<file path="src/sv/rrst_pkg.sv">
package rrst_pkg;

    // Store sizing
    localparam int MAX_PROCESSES = 64;
    localparam int IDX_W = (MAX_PROCESSES > 1) ? $clog2(MAX_PROCESSES) : 1;
    localparam int CNT_W = $clog2(MAX_PROCESSES + 1);

    // Field widths
    localparam int BURST_W = 16;
    localparam int TIME_W  = 22;
    localparam int NUM_W   = 7;
    localparam int QUANT_W = 16;

    // Configuration port
    localparam int APB_ADDR_W = 3;
    localparam int APB_DATA_W = 32;
    localparam logic [BURST_W-1:0] QUANTUM_RESET = 16'd4;

    // Sequencer steps
    localparam int STEP_W = 4;
    localparam logic [STEP_W-1:0] ST_IDLE     = 4'd0;
    localparam logic [STEP_W-1:0] ST_PASS     = 4'd1;
    localparam logic [STEP_W-1:0] ST_RD_REM   = 4'd2;
    localparam logic [STEP_W-1:0] ST_EXEC     = 4'd3;
    localparam logic [STEP_W-1:0] ST_CHECK    = 4'd4;
    localparam logic [STEP_W-1:0] ST_OUT_INIT = 4'd5;
    localparam logic [STEP_W-1:0] ST_RD_OUT   = 4'd6;
    localparam logic [STEP_W-1:0] ST_EMIT     = 4'd7;
    localparam logic [STEP_W-1:0] ST_CLEAR    = 4'd8;

    // Jump conditions
    localparam int COND_W = 3;
    localparam logic [COND_W-1:0] C_NEXT       = 3'd0;
    localparam logic [COND_W-1:0] C_GOTO       = 3'd1;
    localparam logic [COND_W-1:0] C_START_LAST = 3'd2;
    localparam logic [COND_W-1:0] C_MORE       = 3'd3;
    localparam logic [COND_W-1:0] C_PROGRESS   = 3'd4;

    typedef struct packed {
        logic              busy;
        logic              load;
        logic              pass_init;
        logic              rd_rem;
        logic              exec;
        logic              out_init;
        logic              rd_out;
        logic              emit;
        logic              clear;
        logic [COND_W-1:0] cond;
        logic [STEP_W-1:0] target;
    } ctrl_t;

    typedef struct packed {
        logic idx_last;
        logic progress;
    } status_t;

    // Control store: one word per step
    function automatic ctrl_t rom_word(input logic [STEP_W-1:0] step);
        ctrl_t w;
        w = '0;
        w.busy = 1'b1;
        unique case (step)
            ST_IDLE:
            begin
                w.busy = 1'b0;
                w.load = 1'b1;
                w.cond = C_START_LAST;
                w.target = ST_PASS;
            end
            ST_PASS:
            begin
                w.pass_init = 1'b1;
                w.cond = C_NEXT;
            end
            ST_RD_REM:
            begin
                w.rd_rem = 1'b1;
                w.cond = C_NEXT;
            end
            ST_EXEC:
            begin
                w.exec = 1'b1;
                w.cond = C_MORE;
                w.target = ST_RD_REM;
            end
            ST_CHECK:
            begin
                w.cond = C_PROGRESS;
                w.target = ST_PASS;
            end
            ST_OUT_INIT:
            begin
                w.out_init = 1'b1;
                w.cond = C_NEXT;
            end
            ST_RD_OUT:
            begin
                w.rd_out = 1'b1;
                w.cond = C_NEXT;
            end
            ST_EMIT:
            begin
                w.emit = 1'b1;
                w.cond = C_MORE;
                w.target = ST_RD_OUT;
            end
            ST_CLEAR:
            begin
                w.clear = 1'b1;
                w.cond = C_GOTO;
                w.target = ST_IDLE;
            end
            default:
            begin
                w.cond = C_GOTO;
                w.target = ST_IDLE;
            end
        endcase
        return w;
    endfunction

endpackage

</file>
<file path="src/sv/rrst_sequencer.sv">
module rrst_sequencer (
    input  logic             clk,
    input  logic             rst_n,
    input  logic             start,
    input  logic             last_process,
    input  rrst_pkg::status_t status,
    output rrst_pkg::ctrl_t   ctrl
);
    import rrst_pkg::*;

    logic [STEP_W-1:0] step_reg;
    logic [STEP_W-1:0] step_next;
    logic [STEP_W-1:0] step_inc;

    // Fetch the control word for the current step
    assign ctrl     = rom_word(step_reg);
    assign step_inc = step_reg + 1'b1;

    // Pick the next step from the word's condition
    always_comb
    begin
        unique case (ctrl.cond)
            C_NEXT:       step_next = step_inc;
            C_GOTO:       step_next = ctrl.target;
            C_START_LAST: step_next = (start && last_process) ? ctrl.target : step_reg;
            C_MORE:       step_next = status.idx_last ? step_inc : ctrl.target;
            C_PROGRESS:   step_next = status.progress ? ctrl.target : step_inc;
            default:      step_next = ST_IDLE;
        endcase
    end

    // Advance the step counter
    always_ff @(posedge clk or negedge rst_n)
    begin
        if (!rst_n)
        begin
            step_reg <= ST_IDLE;
        end
        else
        begin
            step_reg <= step_next;
        end
    end

endmodule

</file>
<file path="src/sv/rrst_datapath.sv">
module rrst_datapath (
    input  logic                         clk,
    input  logic                         rst_n,
    input  rrst_pkg::ctrl_t              ctrl,
    input  logic                         start,
    input  logic [15:0]                  burst_time,
    input  logic [15:0]                  quantum,
    output rrst_pkg::status_t            status,
    output logic                         result_valid,
    output logic [6:0]                   process_number,
    output logic [21:0]                  waiting_time,
    output logic [21:0]                  turnaround_time,
    output logic                         last_result
);
    import rrst_pkg::*;

    // Process stores
    logic [BURST_W-1:0] burst_mem  [MAX_PROCESSES];
    logic [BURST_W-1:0] rem_mem    [MAX_PROCESSES];
    logic [TIME_W-1:0]  finish_mem [MAX_PROCESSES];

    logic [CNT_W-1:0]   count_reg, count_next;
    logic [IDX_W-1:0]   idx_reg, idx_next;
    logic [TIME_W-1:0]  clock_reg, clock_next;
    logic               progress_reg, progress_next;
    logic [BURST_W-1:0] rem_q_reg;
    logic [BURST_W-1:0] burst_q_reg;
    logic [TIME_W-1:0]  fin_q_reg;

    logic               result_valid_reg;
    logic [NUM_W-1:0]   number_reg;
    logic [TIME_W-1:0]  wait_reg;
    logic [TIME_W-1:0]  tat_reg;
    logic               last_reg;

    logic [BURST_W-1:0] slice;
    logic               load_en;
    logic               rem_we;
    logic [BURST_W-1:0] rem_wdata;
    logic               fin_we;
    logic [CNT_W-1:0]   idx_plus;
    logic [31:0]        num_wide;
    logic [TIME_W-1:0]  wait_calc;

    assign slice    = (quantum == '0) ? {{(BURST_W-1){1'b0}}, 1'b1} : quantum;
    assign load_en  = ctrl.load && start && (count_reg < CNT_W'(MAX_PROCESSES));
    assign idx_plus = CNT_W'(idx_reg) + 1'b1;
    assign num_wide = 32'(idx_reg) + 32'd1;

    assign status.idx_last = (idx_plus == count_reg);
    assign status.progress = progress_reg;

    // Next-state logic: count loads, pass and output starts, one turn of the visited process, emit steps and clear
    always_comb
    begin
        count_next    = count_reg;
        idx_next      = idx_reg;
        clock_next    = clock_reg;
        progress_next = progress_reg;
        rem_we        = 1'b0;
        rem_wdata     = rem_q_reg;
        fin_we        = 1'b0;
        if (load_en)
        begin
            count_next = count_reg + 1'b1;
        end
        if (ctrl.pass_init)
        begin
            idx_next      = '0;
            progress_next = 1'b0;
        end
        if (ctrl.out_init)
        begin
            idx_next = '0;
        end
        if (ctrl.exec)
        begin
            idx_next = idx_reg + 1'b1;
            if (rem_q_reg != '0)
            begin
                progress_next = 1'b1;
                rem_we        = 1'b1;
                if (rem_q_reg > slice)
                begin
                    clock_next = clock_reg + TIME_W'(slice);
                    rem_wdata  = rem_q_reg - slice;
                end
                else
                begin
                    clock_next = clock_reg + TIME_W'(rem_q_reg);
                    rem_wdata  = '0;
                    fin_we     = 1'b1;
                end
            end
        end
        if (ctrl.emit)
        begin
            idx_next = idx_reg + 1'b1;
        end
        if (ctrl.clear)
        begin
            count_next = '0;
            clock_next = '0;
        end
    end

    // Hold control registers
    always_ff @(posedge clk or negedge rst_n)
    begin
        if (!rst_n)
        begin
            count_reg        <= '0;
            idx_reg          <= '0;
            clock_reg        <= '0;
            progress_reg     <= 1'b0;
            result_valid_reg <= 1'b0;
        end
        else
        begin
            count_reg        <= count_next;
            idx_reg          <= idx_next;
            clock_reg        <= clock_next;
            progress_reg     <= progress_next;
            result_valid_reg <= ctrl.emit;
        end
    end

    // Write and read the process stores
    always_ff @(posedge clk)
    begin
        if (load_en)
        begin
            burst_mem[count_reg[IDX_W-1:0]] <= burst_time;
            rem_mem[count_reg[IDX_W-1:0]]   <= burst_time;
        end
        else if (rem_we)
        begin
            rem_mem[idx_reg] <= rem_wdata;
        end
        if (fin_we)
        begin
            finish_mem[idx_reg] <= clock_next;
        end
        if (ctrl.rd_rem)
        begin
            rem_q_reg <= rem_mem[idx_reg];
        end
        if (ctrl.rd_out)
        begin
            burst_q_reg <= burst_mem[idx_reg];
            fin_q_reg   <= finish_mem[idx_reg];
        end
    end

    assign wait_calc = fin_q_reg - TIME_W'(burst_q_reg);

    // Register the outgoing word
    always_ff @(posedge clk)
    begin
        if (ctrl.emit)
        begin
            number_reg <= num_wide[NUM_W-1:0];
            last_reg   <= status.idx_last;
            if (burst_q_reg == '0)
            begin
                wait_reg <= '0;
                tat_reg  <= '0;
            end
            else
            begin
                wait_reg <= wait_calc;
                tat_reg  <= fin_q_reg;
            end
        end
    end

    assign result_valid    = result_valid_reg;
    assign process_number  = number_reg;
    assign waiting_time    = wait_reg;
    assign turnaround_time = tat_reg;
    assign last_result     = last_reg;

`ifndef SYNTHESIS
    a_count_bound: assert property (@(posedge clk) disable iff (!rst_n)
        count_reg <= CNT_W'(MAX_PROCESSES))
        else $error("process count beyond store depth");

    a_clock_idle_zero: assert property (@(posedge clk) disable iff (!rst_n)
        !ctrl.busy |-> (clock_reg == '0))
        else $error("schedule clock not cleared at idle");

    a_progress_set: assert property (@(posedge clk) disable iff (!rst_n)
        (ctrl.exec && (rem_q_reg != '0)) |=> progress_reg)
        else $error("turn ran without marking progress");

    a_busy_nonempty: assert property (@(posedge clk) disable iff (!rst_n)
        (ctrl.busy && !ctrl.clear) |-> (count_reg != '0))
        else $error("schedule running on an empty set");
`endif

endmodule

</file>
<file path="src/sv/round_robin_schedule_timing_unit.sv">
// Round-robin schedule timing unit.
// Input: pulse start with burst_time and last_process while busy is low;
// each such cycle stores one process burst (one word per cycle) until 64
// are held. A word with last_process high closes the set and raises busy.
// The control sequencer then walks round-robin passes over the stored
// set: a read and an execute step per visited process, a start and a check
// step per pass, repeated until a pass finds no remaining time, the rem
// store read port setting the pace. An out-init step opens the results,
// which follow in index order, a read and an emit step each, each shown
// for exactly one cycle with result_valid high; last_result marks the
// final process. Busy falls in the cycle after the last word and the next
// set may load. The receiver cannot stall, so results are never held.
// Quantum is written over the APB port at byte addresses 0 to 3; the user
// must write it only while idle, which the block does not enforce. A
// quantum of zero runs as one. Reset sets quantum to 4, empties the set
// and returns the sequencer to idle; no clearing pass is needed.
module round_robin_schedule_timing_unit (
    input  logic        clk,
    input  logic        rst_n,
    input  logic        psel,
    input  logic        penable,
    input  logic        pwrite,
    input  logic [2:0]  paddr,
    input  logic [31:0] pwdata,
    output logic [31:0] prdata,
    output logic        pready,
    input  logic        start,
    output logic        busy,
    input  logic [15:0] burst_time,
    input  logic        last_process,
    output logic        result_valid,
    output logic [6:0]  process_number,
    output logic [21:0] waiting_time,
    output logic [21:0] turnaround_time,
    output logic        last_result
);
    import rrst_pkg::*;

    ctrl_t              ctrl;
    status_t            status;
    logic [QUANT_W-1:0] quantum_reg;
    logic               cfg_write;

    assign pready    = 1'b1;
    assign cfg_write = psel && penable && pwrite && !paddr[2];
    assign prdata    = paddr[2] ? '0 : APB_DATA_W'(quantum_reg);
    assign busy      = ctrl.busy;

    // Hold the quantum register
    always_ff @(posedge clk or negedge rst_n)
    begin
        if (!rst_n)
        begin
            quantum_reg <= QUANTUM_RESET;
        end
        else if (cfg_write)
        begin
            quantum_reg <= pwdata[QUANT_W-1:0];
        end
    end

    rrst_sequencer u_seq (
        .clk          (clk),
        .rst_n        (rst_n),
        .start        (start),
        .last_process (last_process),
        .status       (status),
        .ctrl         (ctrl)
    );

    rrst_datapath u_dp (
        .clk             (clk),
        .rst_n           (rst_n),
        .ctrl            (ctrl),
        .start           (start),
        .burst_time      (burst_time),
        .quantum         (quantum_reg),
        .status          (status),
        .result_valid    (result_valid),
        .process_number  (process_number),
        .waiting_time    (waiting_time),
        .turnaround_time (turnaround_time),
        .last_result     (last_result)
    );

endmodule

</file>
<file path="config.mk">
export PLATFORM = sky130hd
export DESIGN_NAME = round_robin_schedule_timing_unit
export DESIGN_NICKNAME = d
export VERILOG_FILES = /design/src/sv/rrst_pkg.sv /design/src/sv/rrst_sequencer.sv /design/src/sv/rrst_datapath.sv /design/src/sv/round_robin_schedule_timing_unit.sv
export SDC_FILE = /design/constraint.sdc
export NUM_CORES = 2
export LEC_CHECK = 0
export BUFFER_PORTS_ARGS = -buffer_cell sky130_fd_sc_hd__buf_4
export CORE_MARGIN = 3
export CORE_UTILIZATION = 40
export DETAILED_ROUTE_END_ITERATION = 7
export PLACE_DENSITY_LB_ADDON = 0.12
export SLEW_MARGIN = 25
export SYNTH_ARGS = -nofsm -noshare
export SYNTH_HDL_FRONTEND = slang
export SYNTH_SLANG_ARGS = --single-unit
</file>
<file path="constraint.sdc">
create_clock -name clk -period 16.27 [get_ports clk]
set_clock_uncertainty 0.15 [all_clocks]
set_input_delay 3.254 -clock clk [delete_from_list [all_inputs] [get_ports clk]]
set_output_delay 3.254 -clock clk [all_outputs]
set_load 0.02 [all_outputs]
</file>
# After elaboration in Yosys (flattened, before gate mapping)
# Memories as Yosys holds them, arrays and structs flattened. A register that Yosys moved wholly into a read port is not among the register bits.
# Cells that the tools add are included.
dict set report word_totals {
  reg_bits 109
  mem_bits_rw 3456
  in_bits 58
  word_cells 104
  memories 3
}
dict set report op_classes {
  addsub 9
  order_cmp 2
  n_eq_ne 14
  muxes 47
  reduce_logical 18
}
# memory words width read_ports rd_ports_with_merged_regs write_ports line_no
set mem_list {}
lappend mem_list {u_dp.finish_mem 64 22 1 1 1 rrst_datapath.sv:20} ;# logic [TIME_W-1:0] finish_mem [MAX_PROCESSES];
lappend mem_list {u_dp.burst_mem 64 16 1 1 1 rrst_datapath.sv:18} ;# logic [BURST_W-1:0] burst_mem [MAX_PROCESSES];
lappend mem_list {u_dp.rem_mem 64 16 1 1 1 rrst_datapath.sv:19} ;# logic [BURST_W-1:0] rem_mem [MAX_PROCESSES];
# cell n
set op_table {}
lappend op_table {{16-bit 2-to-1 mux} 6}
lappend op_table {{22-bit 2-to-1 mux} 4}
lappend op_table {{22-bit by 16-bit adder with 22-bit output} 2}
lappend op_table {{16-bit zero test} 2}
lappend op_table {{6-bit 2-to-1 mux} 5}
lappend op_table {{1-bit 2-to-1 mux} 23}
lappend op_table {{22-bit by 16-bit subtractor with 22-bit output} 1}
lappend op_table {{4-bit case mux with 5 select lines} 1}
lappend op_table {{4-bit by 3-bit == test with 1-bit output (second input constant)} 4}
lappend op_table {{16-bit > comparator} 1}
lappend op_table {{16-bit nonzero test} 1}
lappend op_table {{16-bit OR reduction} 1}
lappend op_table {{16-bit subtractor} 1}
lappend op_table {{6-bit by 1-bit adder with 7-bit output (second input constant)} 2}
lappend op_table {{7-bit 2-to-1 mux} 2}
lappend op_table {{4-bit 2-to-1 mux} 3}
lappend op_table {{3-bit case mux with 4 select lines} 1}
lappend op_table {{3-bit case mux with 3 select lines} 1}
lappend op_table {{4-bit by 2-bit == test with 1-bit output (second input constant)} 2}
lappend op_table {{7-bit by 1-bit adder with 7-bit output (second input constant)} 1}
lappend op_table {{7-bit == test} 1}
lappend op_table {{7-bit less-than comparator (second input constant)} 1}
lappend op_table {{6-bit by 1-bit adder with 6-bit output (second input constant)} 1}
lappend op_table {{3-bit by 2-bit == test with 1-bit output (second input constant)} 2}
lappend op_table {{15 further kinds} 21}

# Logic depth before layout (Yosys ltp)
dict set report logic_depth {
  depth_word 8
  ltp_mapped 20
}

# Modules after synthesis
# Synthesis repeated with hierarchy kept, for this count alone.
dict set report unflattened {
  cells_unflattened 8074
  hier_area_um2 142800.7
}
# mod n_inst cells_per_inst area_per_inst_um2 seq_area_each_um2
set modules_own_cells {}
lappend modules_own_cells {rrst_datapath 1 7944 141408.1 107888.5}
lappend modules_own_cells {round_robin_schedule_timing_unit 1 70 900.9 401.6}
lappend modules_own_cells {rrst_sequencer 1 60 491.7 100.1}

# Worst setup path after synthesis
# No wires, ideal clock.
dict set report synth_path {
  path_kind {input -> register}
  start {in start}
  end {mem u_dp.rem_mem[0][9], data pin}
  t_arrival_ns 7.580
  setup_slack_ns 7.633
  path_stages 5
  n_path_buf 2
  path_cell_list {or3b_1 buf_6 nand3_2 buf_2 o41ai_1}
}
dict set report synth_via {
  elab_chain_len 6
}
# item line_no
set synth_rtl {}
lappend synth_rtl {{start, declared} round_robin_schedule_timing_unit.sv:27} ;# input logic start,
lappend synth_rtl {{1-bit logical AND (2 in a row)} rrst_datapath.sv:46} ;# assign load_en = ctrl.load && start && (count_reg < CNT_W'(MAX_PROCESSES));
lappend synth_rtl {{1-bit 2-to-1 mux} rrst_datapath.sv:131} ;# if (load_en)
lappend synth_rtl {{1-bit 2-to-1 mux (not written as such)} rrst_datapath.sv:138} ;# rem_mem[idx_reg] <= rem_wdata;
lappend synth_rtl {{16-bit OR reduction (no source line)} n/a}
lappend synth_rtl {{16-bit 2-to-1 mux (no source line)} n/a}
lappend synth_rtl {{end, declared} rrst_datapath.sv:19}
# No other way between the ends.

# Worst setup path in the final report
dict set report layout_path {
  start {reg quantum_reg[2]}
  end {mem u_dp.finish_mem[7][20], data pin}
}
dict set report layout_via {
  elab_chain_len 7
  elab_cells_between_ends 8
  cone_classes {add/sub: 1; order compare: 1; mux: 5; reduce/logical: 1}
}
# item line_no
set layout_rtl {}
lappend layout_rtl {{start, declared} round_robin_schedule_timing_unit.sv:41} ;# logic [QUANT_W-1:0] quantum_reg;
lappend layout_rtl {{start signal, assigned} round_robin_schedule_timing_unit.sv:58} ;# quantum_reg <= pwdata[QUANT_W-1:0];
lappend layout_rtl {{16-bit zero test} rrst_datapath.sv:45} ;# assign slice = (quantum == '0) ? {{(BURST_W-1){1'b0}}, 1'b1} : quantum;
lappend layout_rtl {{16-bit 2-to-1 mux (*)} rrst_datapath.sv:45}
lappend layout_rtl {{22-bit by 16-bit adder with 22-bit output or 16-bit > comparator (tied branches)} {rrst_datapath.sv:85, rrst_datapath.sv:83}}
lappend layout_rtl {{22-bit 2-to-1 mux (*)} rrst_datapath.sv:83} ;# if (rem_q_reg > slice)
lappend layout_rtl {{22-bit 2-to-1 mux (*)} rrst_datapath.sv:79} ;# if (rem_q_reg != '0)
lappend layout_rtl {{22-bit 2-to-1 mux (*)} rrst_datapath.sv:76} ;# if (ctrl.exec)
lappend layout_rtl {{22-bit 2-to-1 mux (*)} rrst_datapath.sv:100} ;# if (ctrl.clear)
lappend layout_rtl {{net u_dp.clock_next[20]} rrst_datapath.sv:24} ;# logic [TIME_W-1:0] clock_reg, clock_next;
lappend layout_rtl {{end, declared} rrst_datapath.sv:20}
# The timed path passes the listed nets; every way through them passes the cells marked *.

==> parameters.txt <==
Parameter                              Value

Placed design
  Port Buffer Count ... 109
  Global placer's final weighted congestion ... 0.852
  DP HPWL ... 295000 µm
  Area of placed instances ... 151000 µm²

Worst setup path
  Critical path launch point type ... flop
  Endpoint kind of the worst setup timing path ... flop
  Maximum fanout along the worst path ... 65
  Worst reg2reg path endpoint ... u_dp.finish_mem[7][20]$_DFFE_PP_
  Origin of the critical flop-to-flop path ... quantum_reg[2]$_DFFE_PN1P_
  Type of the worst setup path ... reg -> reg
  R2R setup slack ... 8.60 ns
  Worst Setup SP ... quantum_reg[2]$_DFFE_PN1P_
  CP required ... 16.74 ns
  Endpoint arrival time on the critical path ... 8.13 ns
  Cell depth of the worst flop-to-flop path ... 20

Drt
  DRC violations left ... 0
  Via count ... 82700
  First-iteration detailed-routing DRC count ... 11400
  TritonRoute pass-1 iters ... 6
  WL per Instance ... 37.4 µm
  Average vias per placed instance ... 6.19
  Final WL ... 499000 µm
  Number of nets with antenna violations after detailed routing ... 0

Synthesis
  Synthesized-area fraction occupied by xor and xnor cells ... 0.262%
  Compound-Gate Fraction of Synth Area ... 8.60%
  Synth Area per Inst ... 18.0 µm²
  Most used flip-flop cell after synthesis ... edfxtp_1
  #FFs+latches synth ... 3619
  Multiplexer fraction of the synthesized cell area ... 8.87%
  Post-synthesis instance area ... 142000 µm²
  Fraction of the mapped netlist area in adder cells ... 0.535%
  Largest family of logic cells by synthesized area ... multiplexers
  Sequential element share of the synthesized area ... 76.3%
  Cell count after synthesis ... 7913
  Count of flip-flops with a built-in enable after synthesis ... 3562
  Unique masters post-synth ... 82
  Ys Warns ... 0
  Post-synth ARST share ... 1.58%
  Simple-Gate Fraction of Synth Area ... 3.42%

GRT
  GR met1 Demand/Resource ... 37.1%
  Vias in the first global route ... 79300
  Remaining Overflow, GRT ... 0
  Met3 usage ... 4.74%
  Overall Global Routing Usage ... 26.9%
  Number of antenna violations at the first check in global routing ... 38
  Most Used Layer, Global Route ... met2
  Wire length of the first global-routing pass ... 677000 µm
  Met2 track utilization from global routing ... 42.2%
  Pin count of the biggest net entering global routing ... 99

Hold path
  Worst hold path class ... reg -> reg
  Cell depth of the worst min-delay path ... 2
  Startpoint of the lowest-slack hold path ... u_dp.progress_reg$_DFF_PN0_
  WHS Endpoint ... u_dp.progress_reg$_DFF_PN0_

Clocking
  Clock sink count ... 3619
  TritonCTS clock tree ... yes
  Maximum count of clock buffers along a single path ... 4
  Post-cts sizing count ... 0
  Number of levels the H-tree was split into ... 5
  Clock buffer count from CTS ... 388
  Number of hold-repair buffers added at the cts stage ... 0
  Clock latency on the worst-skew pair ... 0.97 ns
  Buffers inserted during post-CTS setup optimization ... 0
  Clock transition time at the flip-flop clock pins of the worst setup and hold paths ... 0.06 ns
  Root buffer cell ... clkbuf_16

Final layout
  Area growth from synthesis to final layout ... 14.9%
  Number of flip-flops under the largest register name ... 1408
  Final Instance Area ... 163000 µm²
  Reg with most FFs ... u_dp.finish_mem
  Ratio of cells with drive above 1 in the final layout ... 21.1%
  Top library cells by usage in the layout, fill and taps aside ... edfxtp_1, buf_4, a221oi_1, clkbuf_16, mux2i_1
  Leading cell type in the layout, fill and taps excluded ... edfxtp_1
  Number of fill cells in the layout ... 30200
  Final Net Count ... 8396

Timing
  Final cycle utilization of the critical path ... 47.1%
  Final setup vio count ... 0
  Max transition margin ... 23.5%
  Setup Total Neg Slack ... 0 ns
  RSZ-0062 raised after global routing ... no
  Fin. Hold Viols ... 0
  Final critical path time including I/O delays and setup ... 7.67 ns
  Max-slew violation total from the final report ... 0
  Peak clock frequency supported by timing ... 130 MHz
  Pin slew with the least headroom to its limit ... 1.14 ns

Floorplan
  Effective utilization at floorplan ... 40.2%
  Width of the chip ... 602 µm
  Chip height ... 602 µm
  Die Area ... 362000 µm²
  Number of primary I/O pins ... 145
  Row count ... 218
  Placeable core region ... 353000 µm²

Run status
  Run status ... finished, final reports clean

Pwr
  Worst VDD drop ... 0.150 mV
  Leakage Power ... 0.0511 µW
  Pwr Density ... 179 nW/µm²

Flow run
  Max Cap Viol ... 0
[cells in the mapped netlist (26+ instances only)]
cell | instances | share of area [%]
a21oi_1 | 222 | 0.78
o21ai_0 | 203 | 0.72
o221ai_1 | 33 | 0.20
nand2_1 | 278 | 0.73
nand3_1 | 36 | 0.13
nor3_1 | 30 | 0.11
mux2_2 | 254 | 2.0
a22o_1 | 36 | 0.22
a221o_1 | 61 | 0.43
nand2b_1 | 26 | 0.11
and2_1 | 33 | 0.15
dfrtp_1 | 56 | 0.99
ha_1 | 56 | 0.49
edfxtp_1 | 3562 | 75
buf_1 | 61 | 0.16
buf_4 | 80 | 0.42
buf_2 | 205 | 0.72
clkbuf_1 | 201 | 0.53
nor4_1 | 81 | 0.36
a211oi_1 | 36 | 0.19
inv_1 | 53 | 0.14
nor2_1 | 412 | 1.1
mux2i_1 | 356 | 2.5
mux4_2 | 274 | 4.3
o2bb2ai_1 | 31 | 0.19
nand4_1 | 32 | 0.14
o22ai_1 | 150 | 0.66
a22oi_1 | 261 | 1.4
a222oi_1 | 28 | 0.20
a221oi_1 | 413 | 2.5
[final cells by class]
| cell class | count | area [µm²] | share of cell area, % |
|---|---|---|---|
| Tap cell | 4730 | 5920 | 3.63 |
| Clock inverter | 231 | 2050 | 1.26 |
| Multi-Input combinational cell | 3703 | 32300 | 19.8 |
| Sequential cell | 3619 | 108000 | 66.4 |
| Inverter | 53 | 219 | 0.134 |
| Antenna cell | 18 | 45.0 | 0.0276 |
| Timing Repair Buffer | 514 | 4020 | 2.46 |
| Clock buffer | 479 | 10200 | 6.26 |
[cell families after synthesis]
family	Yosys count
flip-flops	3619
AO/OA/AOI/OAI	1658
AND/OR/NAND/NOR	1044
multiplexers	884
buffers and inverters	606
adder cells (fa/ha/maj)	59
XOR/XNOR	41
other	2
[metrics by stage]
step           worst slack [ns]  util, %  hold slack, ns  std cells  power (µW)
6_report                   8.60     46.2           0.385      13300       29200
5_1_grt                    8.23     46.2           0.437      13300       30100
4_1_cts                    8.64     46.2           0.382      13300       29300
3_5_place_dp               8.66     42.7           0.363      12600       20700
3_3_place_gp               8.75     42.6           0.361      12600       20600
2_1_floorplan              7.63        -           0.317       7928       16600
[worst max path at each step]
stage,to,cells past startpoint
final,u_dp.finish_mem[7][20]$_DFFE_PP_,20
after detailed placement,u_dp.finish_mem[6][20]$_DFFE_PP_,20
after floorplan,u_dp.rem_mem[0][9]$_DFFE_PP_,5
after CTS,u_dp.finish_mem[4][20]$_DFFE_PP_,20
after global routing,u_dp.finish_mem[25][21]$_DFFE_PP_,19
after global placement,u_dp.finish_mem[2][20]$_DFFE_PP_,20
[metal layers]
| metal | up-vias | share of wire [%] |
|---|---|---|
| met5 | - | 0.021 |
| met4 | 16 | 4.6 |
| met3 | 808 | 8.5 |
| met2 | 4288 | 46 |
| met1 | 44200 | 41 |
| li1 | 33400 | - |
[power by group]
group	internal, µW	total (µW)	switching (µW)	leakage [µW]
Sequential	11700	11900	166	0.0328
Combinational	2290	8730	6440	0.0123
Clock	5000	8640	3640	0.00601
Total	19000	29200	10300	0.0511
[worst max-delay path, stage by stage, from the launching register on]
cell      delay, ns
dfstp_2        0.57
nor4_1         0.08
a41o_1         0.27
ha_1           0.25
fa_1           0.44
nand2b_1       0.19
a21oi_1        0.23
o21ai_0        0.21
a21oi_1        0.34
o221a_4        0.22
buf_4          0.69
mux2_2         0.42
ha_1           0.23
fa_1           0.45
a21o_1         0.20
a21oi_1        0.29
o211ai_1       0.31
a21oi_1        0.54
nand2b_1       0.24
mux2i_4        0.23
buf_4          0.61
(Power assumes the default switching activity.)
